<file path="config.mk">
export PLATFORM = sky130hd
export DESIGN_NAME = tcp_reno_congestion_window_top
export DESIGN_NICKNAME = d
export VERILOG_FILES = /design/src/rtl/tcprc_pkg.sv /design/src/rtl/tcprc_div.sv /design/src/rtl/tcp_reno_congestion_window_top.sv
export SDC_FILE = /design/constraint.sdc
export NUM_CORES = 2
export LEC_CHECK = 0
export BUFFER_PORTS_ARGS = -buffer_cell sky130_fd_sc_hd__buf_2
export CORE_ASPECT_RATIO = 0.9
export CORE_MARGIN = 5
export CORE_UTILIZATION = 50
export DETAILED_ROUTE_END_ITERATION = 7
export PLACE_DENSITY = 0.67
export SLEW_MARGIN = 20
export SYNTH_ARGS = -nofsm -noshare
export SYNTH_HDL_FRONTEND = slang
export SYNTH_SLANG_ARGS = --single-unit
</file>
<file path="constraint.sdc">
create_clock -name clk -period 8.7 [get_ports clk]
set_clock_uncertainty 0.05 [all_clocks]
set_input_delay 1.305 -clock clk [delete_from_list [all_inputs] [get_ports clk]]
set_output_delay 1.305 -clock clk [all_outputs]
set_load 0.01 [all_outputs]
</file>
<file path="src/rtl/tcprc_pkg.sv">
package tcprc_pkg;

  // bytes carried by one packet
  localparam int unsigned PACKET_BYTES = 1024;

  localparam int unsigned Q_W    = 32;
  localparam int unsigned ACK_W  = 32;
  localparam int unsigned XFER_W = 48;
  localparam int unsigned DUP_W  = 8;
  localparam int unsigned K_W    = 33;

  localparam logic [Q_W-1:0] ONE_Q        = 32'h0001_0000;
  localparam logic [Q_W-1:0] RESET_WINDOW = 32'h0004_0000;
  localparam logic [Q_W-1:0] RESET_THRESH = 32'h0040_0000;
  localparam logic [Q_W-1:0] MIN_THRESH   = 32'h0002_0000;
  localparam logic [Q_W-1:0] FR_FLOOR     = 32'h0004_0000;
  localparam logic [Q_W-1:0] FR_INFLATE   = 32'h0003_0000;
  localparam logic [DUP_W-1:0] DUP_TRIGGER = 8'd3;
  localparam logic [DUP_W-1:0] DUP_MAX     = 8'd255;

  typedef enum logic [1:0] {
    PH_SLOW_START    = 2'd0,
    PH_CONG_AVOID    = 2'd1,
    PH_FAST_RECOVERY = 2'd2
  } phase_t;

  // shared divider: numerator up to 3 packets of Q16.16, divisor up to 1.0
  localparam int unsigned DIV_NUM_W = 18;
  localparam int unsigned DIV_DEN_W = 17;
  localparam int unsigned DIV_STEPS = DIV_NUM_W;
  localparam int unsigned DIV_CW    = $clog2(DIV_STEPS);

  typedef struct packed {
    logic                 start;
    logic [DIV_NUM_W-1:0] num;
    logic [DIV_DEN_W-1:0] den;
  } div_req_t;

  typedef struct packed {
    logic                 done;
    logic [DIV_NUM_W-1:0] quo;
  } div_rsp_t;

endpackage

</file>
<file path="src/rtl/tcprc_div.sv">
module tcprc_div import tcprc_pkg::*; (
  input  logic     clk,
  input  logic     rst_n,
  input  div_req_t req,
  output div_rsp_t rsp
);

  logic [DIV_DEN_W-1:0] rem_r;
  logic [DIV_NUM_W-1:0] quo_r;
  logic [DIV_DEN_W-1:0] den_r;
  logic [DIV_CW-1:0]    cnt_r;
  logic                 busy_r;
  logic                 done_r;

  logic [DIV_DEN_W:0]   partial;
  logic [DIV_DEN_W+1:0] diff;
  logic                 fits;

  // one restoring step per cycle, quotient bits shift in from the right
  assign partial = {rem_r, quo_r[DIV_NUM_W-1]};
  assign diff    = {1'b0, partial} - {2'b00, den_r};
  assign fits    = !diff[DIV_DEN_W+1];

  always_ff @(posedge clk) begin
    if (!rst_n) begin
      busy_r <= 1'b0;
      done_r <= 1'b0;
      cnt_r  <= '0;
    end else if (req.start) begin
      rem_r  <= '0;
      quo_r  <= req.num;
      den_r  <= req.den;
      cnt_r  <= '0;
      busy_r <= 1'b1;
      done_r <= 1'b0;
    end else if (busy_r) begin
      rem_r <= fits ? diff[DIV_DEN_W-1:0] : partial[DIV_DEN_W-1:0];
      quo_r <= {quo_r[DIV_NUM_W-2:0], fits};
      cnt_r <= cnt_r + 1'b1;
      if (cnt_r == DIV_CW'(DIV_STEPS - 1)) begin
        busy_r <= 1'b0;
        done_r <= 1'b1;
      end
    end else begin
      done_r <= 1'b0;
    end
  end

  assign rsp.done = done_r;
  assign rsp.quo  = quo_r;

endmodule

</file>
<file path="src/rtl/tcp_reno_congestion_window_top.sv">
// Reno congestion window for one sender. Each input word is a cumulative ACK
// (in_tuser 0) or a retransmit timeout (in_tuser 1); each gives exactly one
// output word with the window, threshold, phase, base, retransmit request and
// done flag. A timeout, duplicate, stale or final ACK goes through S_EVAL and
// S_FIN, which loads the output register and raises out_tvalid. A new ACK
// covering k packets walks the window one phase segment at a time: a
// fast-recovery exit in S_STEP, a slow-start run through S_SS_ADD, and a
// congestion-avoidance segment (up to the next whole packet, or to the end of
// the ACK) through S_CA_RECIP to S_CA_ADD, with the shared 18-step divider
// forming the per-ACK increment and the step count to the next packet. in_tready
// is low while a word is being worked on; a finished word waits in the output
// register so the next input is taken as soon as the sequencer is free.
module tcp_reno_congestion_window_top import tcprc_pkg::*; (
  input  logic              clk,
  input  logic              rst_n,
  input  logic              cfg_wr_en,
  input  logic [XFER_W-1:0] cfg_wr_data,   // transfer_bytes
  input  logic              in_tvalid,
  output logic              in_tready,
  input  logic [31:0]       in_tdata,      // ack_number[31:0]
  input  logic [0:0]        in_tuser,      // action
  output logic              out_tvalid,
  input  logic              out_tready,
  output logic [87:0]       out_tdata      // window_packets[15:0], threshold_fixed[47:16],
                                           // phase[49:48], base_packet[81:50],
                                           // retransmit[82], done_res[83]
);

  typedef enum logic [3:0] {
    S_IDLE, S_EVAL, S_STEP, S_SS_ADD, S_CA_RECIP, S_CA_NEED, S_CA_MUL, S_CA_ADD, S_FIN
  } state_t;

  function automatic logic [Q_W-1:0] halve_floor2(input logic [Q_W-1:0] w);
    logic [Q_W-1:0] h;
    h = w >> 1;
    return (h < MIN_THRESH) ? MIN_THRESH : h;
  endfunction

  function automatic logic [Q_W-1:0] sat34(input logic [Q_W+1:0] s);
    return (s[Q_W+1:Q_W] != 2'b00) ? '1 : s[Q_W-1:0];
  endfunction

  state_t              state_r, state_nxt;
  logic [Q_W-1:0]      w_r, w_nxt;
  logic [Q_W-1:0]      thr_r, thr_nxt;
  logic [DUP_W-1:0]    dup_r, dup_nxt;
  logic [ACK_W-1:0]    base_r, base_nxt;
  phase_t              phase_r, phase_nxt;
  logic                fin_r, fin_nxt;
  logic                rtx_r, rtx_nxt;
  logic [XFER_W-1:0]   xfer_r;
  logic                act_r, act_nxt;
  logic [ACK_W-1:0]    ack_r, ack_nxt;
  logic [K_W-1:0]      k_r, k_nxt;
  logic [DIV_NUM_W-1:0] t_r, t_nxt;
  logic [DIV_DEN_W-1:0] d_r, d_nxt;
  logic [DIV_NUM_W+DIV_DEN_W-1:0] prod_r, prod_nxt;
  logic                ss_last_r, ss_last_nxt;
  logic                out_valid_r, out_valid_nxt;
  logic [87:0]         out_data_r, out_data_nxt;

  div_req_t            div_req;
  div_rsp_t            div_rsp;

  logic [XFER_W:0]     ack_bytes;
  logic                final_hit;
  logic [DUP_W-1:0]    dup_inc;
  logic [Q_W-1:0]      thr_h;
  logic [16:0]         ss_need;
  logic [15:0]         n_eff;
  logic [15:0]         n_inc;
  logic [K_W-1:0]      need_num;
  logic [Q_W+1:0]      sum_w;

  tcprc_div u_div (
    .clk   (clk),
    .rst_n (rst_n),
    .req   (div_req),
    .rsp   (div_rsp)
  );

  assign ack_bytes = (XFER_W+1)'(ack_r) * (XFER_W+1)'(PACKET_BYTES);
  assign final_hit = ack_bytes >= {1'b0, xfer_r};
  assign dup_inc   = (dup_r == DUP_MAX) ? dup_r : dup_r + 1'b1;
  assign thr_h     = halve_floor2(w_r);

  // packets of slow start left before the threshold, rounded up
  always_comb begin
    logic [K_W-1:0] up;
    up = K_W'(thr_r - w_r) + K_W'(ONE_Q - 32'd1);
    ss_need = (w_r < thr_r) ? up[K_W-1:16] : 17'd1;
  end

  // a window below one packet counts as one for the reciprocal
  assign n_eff = (w_r[31:16] == 16'd0) ? 16'd1 : w_r[31:16];
  assign n_inc = n_eff + 16'd1;
  // steps needed to reach the next whole packet, rounded up
  assign need_num = {1'b0, n_inc, 16'h0000} - {1'b0, w_r}
                  + K_W'(div_rsp.quo[DIV_DEN_W-1:0]) - K_W'(1);

  assign in_tready  = (state_r == S_IDLE);
  assign out_tvalid = out_valid_r;
  assign out_tdata  = out_data_r;

  always_comb begin
    state_nxt     = state_r;
    w_nxt         = w_r;
    thr_nxt       = thr_r;
    dup_nxt       = dup_r;
    base_nxt      = base_r;
    phase_nxt     = phase_r;
    fin_nxt       = fin_r;
    rtx_nxt       = rtx_r;
    act_nxt       = act_r;
    ack_nxt       = ack_r;
    k_nxt         = k_r;
    t_nxt         = t_r;
    d_nxt         = d_r;
    prod_nxt      = prod_r;
    ss_last_nxt   = ss_last_r;
    out_data_nxt  = out_data_r;
    out_valid_nxt = out_valid_r && !out_tready;
    div_req       = '0;
    sum_w         = '0;

    unique case (state_r)
      S_IDLE: begin
        if (in_tvalid) begin
          act_nxt   = in_tuser[0];
          ack_nxt   = in_tdata;
          state_nxt = S_EVAL;
        end
      end

      S_EVAL: begin
        rtx_nxt   = 1'b0;
        state_nxt = S_FIN;
        if (fin_r) begin
          // transfer complete, state is frozen
        end else if (act_r) begin
          thr_nxt   = thr_h;
          w_nxt     = ONE_Q;
          dup_nxt   = '0;
          phase_nxt = PH_SLOW_START;
          rtx_nxt   = 1'b1;
        end else if (final_hit) begin
          fin_nxt = 1'b1;
        end else if (ack_r >= base_r) begin
          k_nxt     = K_W'(ack_r - base_r) + K_W'(1);
          dup_nxt   = '0;
          base_nxt  = ack_r + 32'd1;
          state_nxt = S_STEP;
        end else if (ack_r == base_r - 32'd1) begin
          dup_nxt = dup_inc;
          if (phase_r == PH_FAST_RECOVERY) begin
            w_nxt = sat34((Q_W+2)'(w_r) + (Q_W+2)'(ONE_Q));
          end else if (dup_inc == DUP_TRIGGER) begin
            thr_nxt   = thr_h;
            w_nxt     = sat34((Q_W+2)'(thr_h) + (Q_W+2)'(FR_INFLATE));
            phase_nxt = PH_FAST_RECOVERY;
            rtx_nxt   = 1'b1;
          end
        end
      end

      S_STEP: begin
        if (k_r == '0) begin
          state_nxt = S_FIN;
        end else begin
          unique case (phase_r)
            PH_FAST_RECOVERY: begin
              w_nxt     = (thr_r < FR_FLOOR) ? FR_FLOOR : thr_r;
              phase_nxt = PH_CONG_AVOID;
              k_nxt     = k_r - K_W'(1);
            end
            PH_SLOW_START: begin
              if (k_r < K_W'(ss_need)) begin
                t_nxt       = k_r[DIV_NUM_W-1:0];
                ss_last_nxt = 1'b0;
              end else begin
                t_nxt       = DIV_NUM_W'(ss_need);
                ss_last_nxt = 1'b1;
              end
              state_nxt = S_SS_ADD;
            end
            PH_CONG_AVOID: begin
              if (n_eff == 16'hFFFF) begin
                // increment is exactly one lsb here
                w_nxt = sat34((Q_W+2)'(w_r) + (Q_W+2)'(k_r));
                k_nxt = '0;
              end else begin
                div_req.start = 1'b1;
                div_req.num   = DIV_NUM_W'(ONE_Q);
                div_req.den   = DIV_DEN_W'(n_eff);
                state_nxt     = S_CA_RECIP;
              end
            end
            default: state_nxt = S_FIN;
          endcase
        end
      end

      S_SS_ADD: begin
        sum_w = (Q_W+2)'(w_r) + (Q_W+2)'({t_r, 16'h0000});
        w_nxt = sat34(sum_w);
        k_nxt = k_r - K_W'(t_r);
        if (ss_last_r || sat34(sum_w) >= thr_r) begin
          phase_nxt = PH_CONG_AVOID;
        end
        state_nxt = S_STEP;
      end

      S_CA_RECIP: begin
        if (div_rsp.done) begin
          d_nxt         = div_rsp.quo[DIV_DEN_W-1:0];
          div_req.start = 1'b1;
          div_req.num   = need_num[DIV_NUM_W-1:0];
          div_req.den   = div_rsp.quo[DIV_DEN_W-1:0];
          state_nxt     = S_CA_NEED;
        end
      end

      S_CA_NEED: begin
        if (div_rsp.done) begin
          t_nxt     = (k_r < K_W'(div_rsp.quo)) ? k_r[DIV_NUM_W-1:0] : div_rsp.quo;
          state_nxt = S_CA_MUL;
        end
      end

      S_CA_MUL: begin
        prod_nxt  = (DIV_NUM_W+DIV_DEN_W)'(t_r) * (DIV_NUM_W+DIV_DEN_W)'(d_r);
        state_nxt = S_CA_ADD;
      end

      S_CA_ADD: begin
        sum_w     = (Q_W+2)'(w_r) + (Q_W+2)'(prod_r);
        w_nxt     = sat34(sum_w);
        k_nxt     = k_r - K_W'(t_r);
        state_nxt = S_STEP;
      end

      S_FIN: begin
        if (!out_valid_r || out_tready) begin
          out_data_nxt  = {4'b0000, fin_r, rtx_r, base_r, phase_r, thr_r, w_r[31:16]};
          out_valid_nxt = 1'b1;
          state_nxt     = S_IDLE;
        end
      end

      default: state_nxt = S_IDLE;
    endcase
  end

  always_ff @(posedge clk) begin
    if (!rst_n) begin
      state_r     <= S_IDLE;
      w_r         <= RESET_WINDOW;
      thr_r       <= RESET_THRESH;
      dup_r       <= '0;
      base_r      <= 32'd1;
      phase_r     <= PH_SLOW_START;
      fin_r       <= 1'b0;
      rtx_r       <= 1'b0;
      out_valid_r <= 1'b0;
      xfer_r      <= '0;
    end else begin
      state_r     <= state_nxt;
      w_r         <= w_nxt;
      thr_r       <= thr_nxt;
      dup_r       <= dup_nxt;
      base_r      <= base_nxt;
      phase_r     <= phase_nxt;
      fin_r       <= fin_nxt;
      rtx_r       <= rtx_nxt;
      out_valid_r <= out_valid_nxt;
      if (cfg_wr_en) begin
        xfer_r <= cfg_wr_data;
      end
    end
    act_r      <= act_nxt;
    ack_r      <= ack_nxt;
    k_r        <= k_nxt;
    t_r        <= t_nxt;
    d_r        <= d_nxt;
    prod_r     <= prod_nxt;
    ss_last_r  <= ss_last_nxt;
    out_data_r <= out_data_nxt;
  end

`ifndef SYNTH
  a_busy_after_accept: assert property (@(posedge clk) disable iff (!rst_n)
    (in_tvalid && in_tready) |=> !in_tready)
    else $error("input taken while a word is in progress");

  a_done_sticky: assert property (@(posedge clk) disable iff (!rst_n)
    fin_r |=> fin_r)
    else $error("finished flag dropped");

  a_thresh_floor: assert property (@(posedge clk) disable iff (!rst_n)
    thr_r >= MIN_THRESH)
    else $error("threshold below two packets");

  a_window_floor: assert property (@(posedge clk) disable iff (!rst_n)
    w_r >= ONE_Q)
    else $error("window below one packet");
`endif

endmodule

</file>
## Word level (Yosys, flattened, before mapping)

Cells that the tools add are included.

| word-level totals | value |
|---|---|
| register bits | 440 |
| bits of input ports | 86 |
| output and inout port bits | 90 |
| logic and storage cells | 232 |

| operators by class | value |
|---|---|
| $add $sub $neg | 20 |
| equal/unequal tests | 40 |
| order comparisons | 8 |
| bitwise operators | 6 |
| reductions and logical operators | 40 |
| multiplexer cells | 93 |
| multiply operators | 1 |

Operators by type and width:

| kind | count |
|---|---|
| $mux 32 | 21 |
| $mux 33 | 6 |
| $mux 36 | 4 |
| $pmux 32 s4 | 1 |
| $mux 18 | 7 |
| $pmux 33 s3 | 1 |
| $pmux 36 s2 | 1 |
| $add 32x34->34 | 2 |
| $pmux 33 s2 | 1 |
| $sub 32x32->33 | 2 |
| $ge 32x32->1 | 2 |
| $pmux 32 s2 | 1 |
| $mux 17 | 3 |
| $ge 42x48->1 | 1 |
| $mux 4 | 10 |
| $mux 8 | 5 |
| $pmux 18 s2 | 1 |
| $add 32x33->34 | 1 |
| $mul 18x17->34 | 1 |
| $add 32x17->33 const B | 1 |
| $add 33x1->33 const B | 1 |
| $add 33x16->33 const B | 1 |
| $logic_not 33->1 | 1 |
| $lt 33x17->1 | 1 |
| other kinds (60) | 132 |

## Logic depth before layout (Yosys ltp)

| depth | value |
|---|---|
| word-level depth | 12 |
| gate-level depth with buffers | 26 |
| gate-level depth less buffers | 25 |

## Cells and area by module

From an unflattened synthesis, not the netlist that was laid out.

| unflattened totals | value |
|---|---|
| cells, all modules | 4905 |
| area, all modules | 43825.8 µm² |

By module, submodules not included:

| module | instances | cells each | area an instance (µm²) | sequential area each (µm²) |
|---|---|---|---|---|
| tcp_reno_congestion_window_top | 1 | 4620 | 40505.1 | 9779.4 |
| tcprc_div | 1 | 285 | 3320.7 | 1701.6 |

## Worst setup path before layout

OpenSTA, ideal clock, no wires.

| path | value |
|---|---|
| path kind | reg2reg |
| start point | register t_r[5] |
| end point | register prod_r[32] (data pin) |
| slack | 1195 ps |
| period minus slack after synthesis | 7505 ps |
| library setup time | 262 ps |
| path buffers | 2 |
| required time | 8388 ps |
| arrival | 7193 ps |
| stages on the path, launching flop included | 25 |
| cells stage by stage | edfxtp_1 -> clkbuf_1 -> clkbuf_1 -> nand2_1 -> fa_1 -> inv_1 -> fa_1 -> inv_1 -> fa_1 -> fa_1 -> fa_1 -> inv_1 -> fa_1 -> ha_1 -> nor2_1 -> or4b_1 -> o32ai_1 -> nor3_1 -> or2_2 -> o41ai_1 -> o21ai_0 -> or4_1 -> a31oi_1 -> o21bai_1 -> xor2_1 |

| between the ends | value |
|---|---|
| longest elaborated chain between the ends | 1 |

RTL lines:

| element | RTL line | RTL |
|---|---|---|
| start: declaration | tcp_reno_congestion_window_top.sv:55 | `logic [DIV_NUM_W-1:0] t_r, t_nxt;` |
| start signal: assignment | tcp_reno_congestion_window_top.sv:283 | `t_r <= t_nxt;` |
| $mul 18x17->34 | tcp_reno_congestion_window_top.sv:231 | `prod_nxt = (DIV_NUM_W+DIV_DEN_W)'(t_r) * (DIV_NUM_W+DIV_DEN_W)'(d_r);` |
| end signal: assignment | tcp_reno_congestion_window_top.sv:285 | `prod_r <= prod_nxt;` |
| end: declaration | tcp_reno_congestion_window_top.sv:57 | `logic [DIV_NUM_W+DIV_DEN_W-1:0] prod_r, prod_nxt;` |

Every way passes these cells.
A chain may end at the register's enable or synchronous reset.

## Worst setup path in the final report

| path | value |
|---|---|
| start point | register t_r[6] |
| end point | register prod_r[32] (data pin) |

The elaborated chain is that of the path after synthesis.

==> reports/summary.txt <==
result of the run - finished clean
Lkg Pwr - 21.4 nW
root buffer selected by CTS - clkbuf_16
die outline area - 95500 um2
number of detailed-routing iterations run before antenna repair - 6
initial antenna violation count - 7
drt drc - 0
unrepaired setup endpoints after global routing - false
normalized max-slew margin - 0.241
element type at the critical path start - register
min Tclk post-route - 8.05 ns
chip width - 325 um
clock latency of the later-clocked register in the worst-skew pair - 0.64 ns
total length of routed wires - 142000 um
final max-slew violation count - 0
Maximum Capacitance Violations - 0
CTS Buf Count - 51
Hold/Removal Path Class - register to register
synthesized-area fraction occupied by xor and xnor cells - 0.0535
H-Tree Level Count - 2
number of vias after detailed routing - 38200
main combinational cell family by area after synthesis - adder cells
most frequent cells in the layout - inv_1, ha_1, nand2_1
area fraction in and, or, nand and nor cells after synthesis - 0.175
fill count - 8100
Async SR Flop Fraction - 0
Post-Synthesis Cell Area - 44700 um2
Overall Global Routing Usage - 0.291
most frequent standard cell in the layout excluding fill and tap cells - inv_1
iteration-0 DRC count of the detailed router - 3562
vias in the first global route - 37100
number of buffers added on ports - 170
power consumption - 0.00893 W
Data arrival, critical path - 8.35 ns
Switching Power - 0.00357 W
setup tns final - 0 ns
vertical extent of the die - 294 um
final count of hold timing violations - 0
number of instances in the synthesized netlist - 5017
count of boundary I/O pins - 176
portion of total power attributed to sequential cells - 0.296
kind of end point of the critical path - register
gr ovfl total - 0
CTS clk-pin slew, worst paths - 0.06 ns
number of buffers inserted for hold repair after clock tree synthesis - 0
fraction of the mapped netlist area in compound gates - 0.171
Max Fclk - 124 MHz
final cycle utilization of the critical path - 0.925
Clock Sink Count - 438
routability-driven placement congestion ratio - 0.988
deepest clock path buffer count - 3
Yosys Warn Count - 0
starting density of the core - 0.502
data required time at the worst endpoint - 9.01 ns
detailed-placement wirelength estimate - 110000 um
flip-flop and latch count after synthesis - 438
Post-Synth Adder-Cell Area - 0.261
maximum fanout count along the critical path - 9
Int Pwr - 0.00536 W
first-pass GRT wire length - 219000 um
relative contribution of combinational cells to total power - 0.435
Sw Share - 0.400
share of cell area taken by muxes after synthesis - 0.0159
antenna violation net count after detailed routing - 0
post-layout net count - 5994
setup slack, reg-to-reg - 0.65 ns
area growth from synthesis to layout - 9.22%
sequential share of the synthesized area - 0.257
maximum resistive drop on vdd - 0.185 mV
wire per inst - 22.4 um
Post-synth EDFFs - 271
kind of critical path - register to register
CTS tree - done
Cell variety after synth - 101
P per Cell Area - 183 nW/um2
standard-cell row count - 104
Core ar. - 89100 um2
Avg Vias per Cell - 6.01
Avg Cell Area, Syn - 8.91 um2
Clock power frac - 0.269
share of cells above drive strength 1 - 0.0893
total of endpoints with negative setup slack in the final report - 0
Post-synth top flop - edfxtp_1
maximum number of pins on one net before global-route repair - 86
pin slew with the least headroom to its limit - 1.13 ns
-- state kept, by name, summed over array words and instances, names as in the netlist, 17 cells and up --
signal / cells
out_tdata: 83
ack_r: 32
k_r: 33
base_r: 32
u_div.rem_r: 17
thr_r: 31
d_r: 17
w_r: 32
prod_r: 34
u_div.den_r: 17
t_r: 18
u_div.quo_r: 18
xfer_r: 48
-- final timing paths --
kind / endpoint / from / cells past startpoint
max: prod_r[32]$_DFFE_PP_ / t_r[6]$_DFFE_PP_ / 24
min: out_tdata[82]$_DFFE_PP_ / rtx_r$_SDFFE_PN0P_ / 0
max reg2reg: prod_r[32]$_DFFE_PP_ / t_r[6]$_DFFE_PP_ / 24
min reg2reg: out_tdata[82]$_DFFE_PP_ / rtx_r$_SDFFE_PN0P_ / 0
-- cell usage after synthesis (98+ instances only) --
| cell type | number | area (um2) |
|---|---|---|
| and2_1 | 143 | 895 |
| nand2_1 | 493 | 1850 |
| clkbuf_1 | 175 | 657 |
| edfxtp_1 | 271 | 8140 |
| ha_1 | 515 | 6440 |
| xnor2_1 | 176 | 1540 |
| nor2_1 | 257 | 965 |
| o21ai_0 | 266 | 1330 |
| nand3_1 | 102 | 510 |
| fa_1 | 261 | 5230 |
| dfxtp_1 | 167 | 3340 |
| a21o_1 | 98 | 736 |
| a21oi_1 | 238 | 1190 |
| inv_1 | 575 | 2160 |
-- critical path, stage by stage, from the launching register on --
cell	delay, ns
edfxtp_1	0.56
buf_4	0.23
buf_4	0.17
and2_1	0.18
fa_1	0.53
inv_1	0.05
fa_1	0.47
inv_1	0.05
fa_1	0.51
fa_1	0.52
fa_1	0.60
inv_1	0.07
fa_1	0.53
inv_1	0.04
ha_1	0.33
and4_1	0.22
a221oi_1	0.40
o21ai_0	0.19
or2_2	0.35
o41ai_2	0.36
o21ai_0	0.27
or4_1	0.47
a31oi_1	0.35
o21bai_1	0.12
xor2_1	0.15
-- logic make-up (layout without fill, tap and decap cells) --
family | after synthesis | count (layout)
XOR/XNOR | 273 | 273
AND/OR/NAND/NOR | 1532 | 1532
AO/OA/AOI/OAI | 1149 | 1149
multiplexers | 71 | 71
other | 1 | 10
buffers and inverters | 777 | 931
flip-flops | 438 | 438
adder cells (fa/ha/maj) | 776 | 776
-- through the flow --
step	area (um2)	hold slack, ns	cells	setup slack, ns	utilization
global route	48800	0.400	6342	0.226	0.548
detailed placement	46900	0.373	6238	0.223	0.526
global placement	46900	0.381	6237	0.336	0.526
finish	48800	0.383	6346	0.654	0.548
floorplan	44700	0.356	5021	1.20	-
CTS	48800	0.388	6334	0.171	0.547
-- metal layers --
metal / vias to the layer above / part of all wire / track usage
met5: - / 0.00011 / 0
li1: 17900 / - / -
met4: 2 / 0.057 / 0.134
met1: 18400 / 0.42 / 0.390
met2: 1538 / 0.44 / 0.464
met3: 376 / 0.078 / 0.0514
-- power groups by stage --
stage	combinational (W)	clock, W	sequential (W)
2_1_floorplan	0.00269	0	0.00260
6_report	0.00389	0.00240	0.00264
4_1_cts	0.00386	0.00244	0.00263
5_1_grt	0.00430	0.00254	0.00265
3_5_place_dp	0.00382	0	0.00268
3_3_place_gp	0.00379	0	0.00267
-- layout make-up --
cell class	count	area, um2	area share
antenna	5	12.5	0.000256
clock buffer	72	1530	0.0314
clock inverter	24	330	0.00676
inverter	577	2170	0.0443
multi-input combinational	3806	30300	0.621
sequential	438	11500	0.235
tap	1166	1460	0.0299
timing repair buffer	258	1530	0.0312
-- what timing repair did --
action / in CTS / in global routing
gates resized for setup: 0 / 2
endpoints found under the hold margin: 0 / 0
setup endpoints to repair: 0 / 2
setup buffers: 0 / 7
Power figures use the tool's default switching activity.
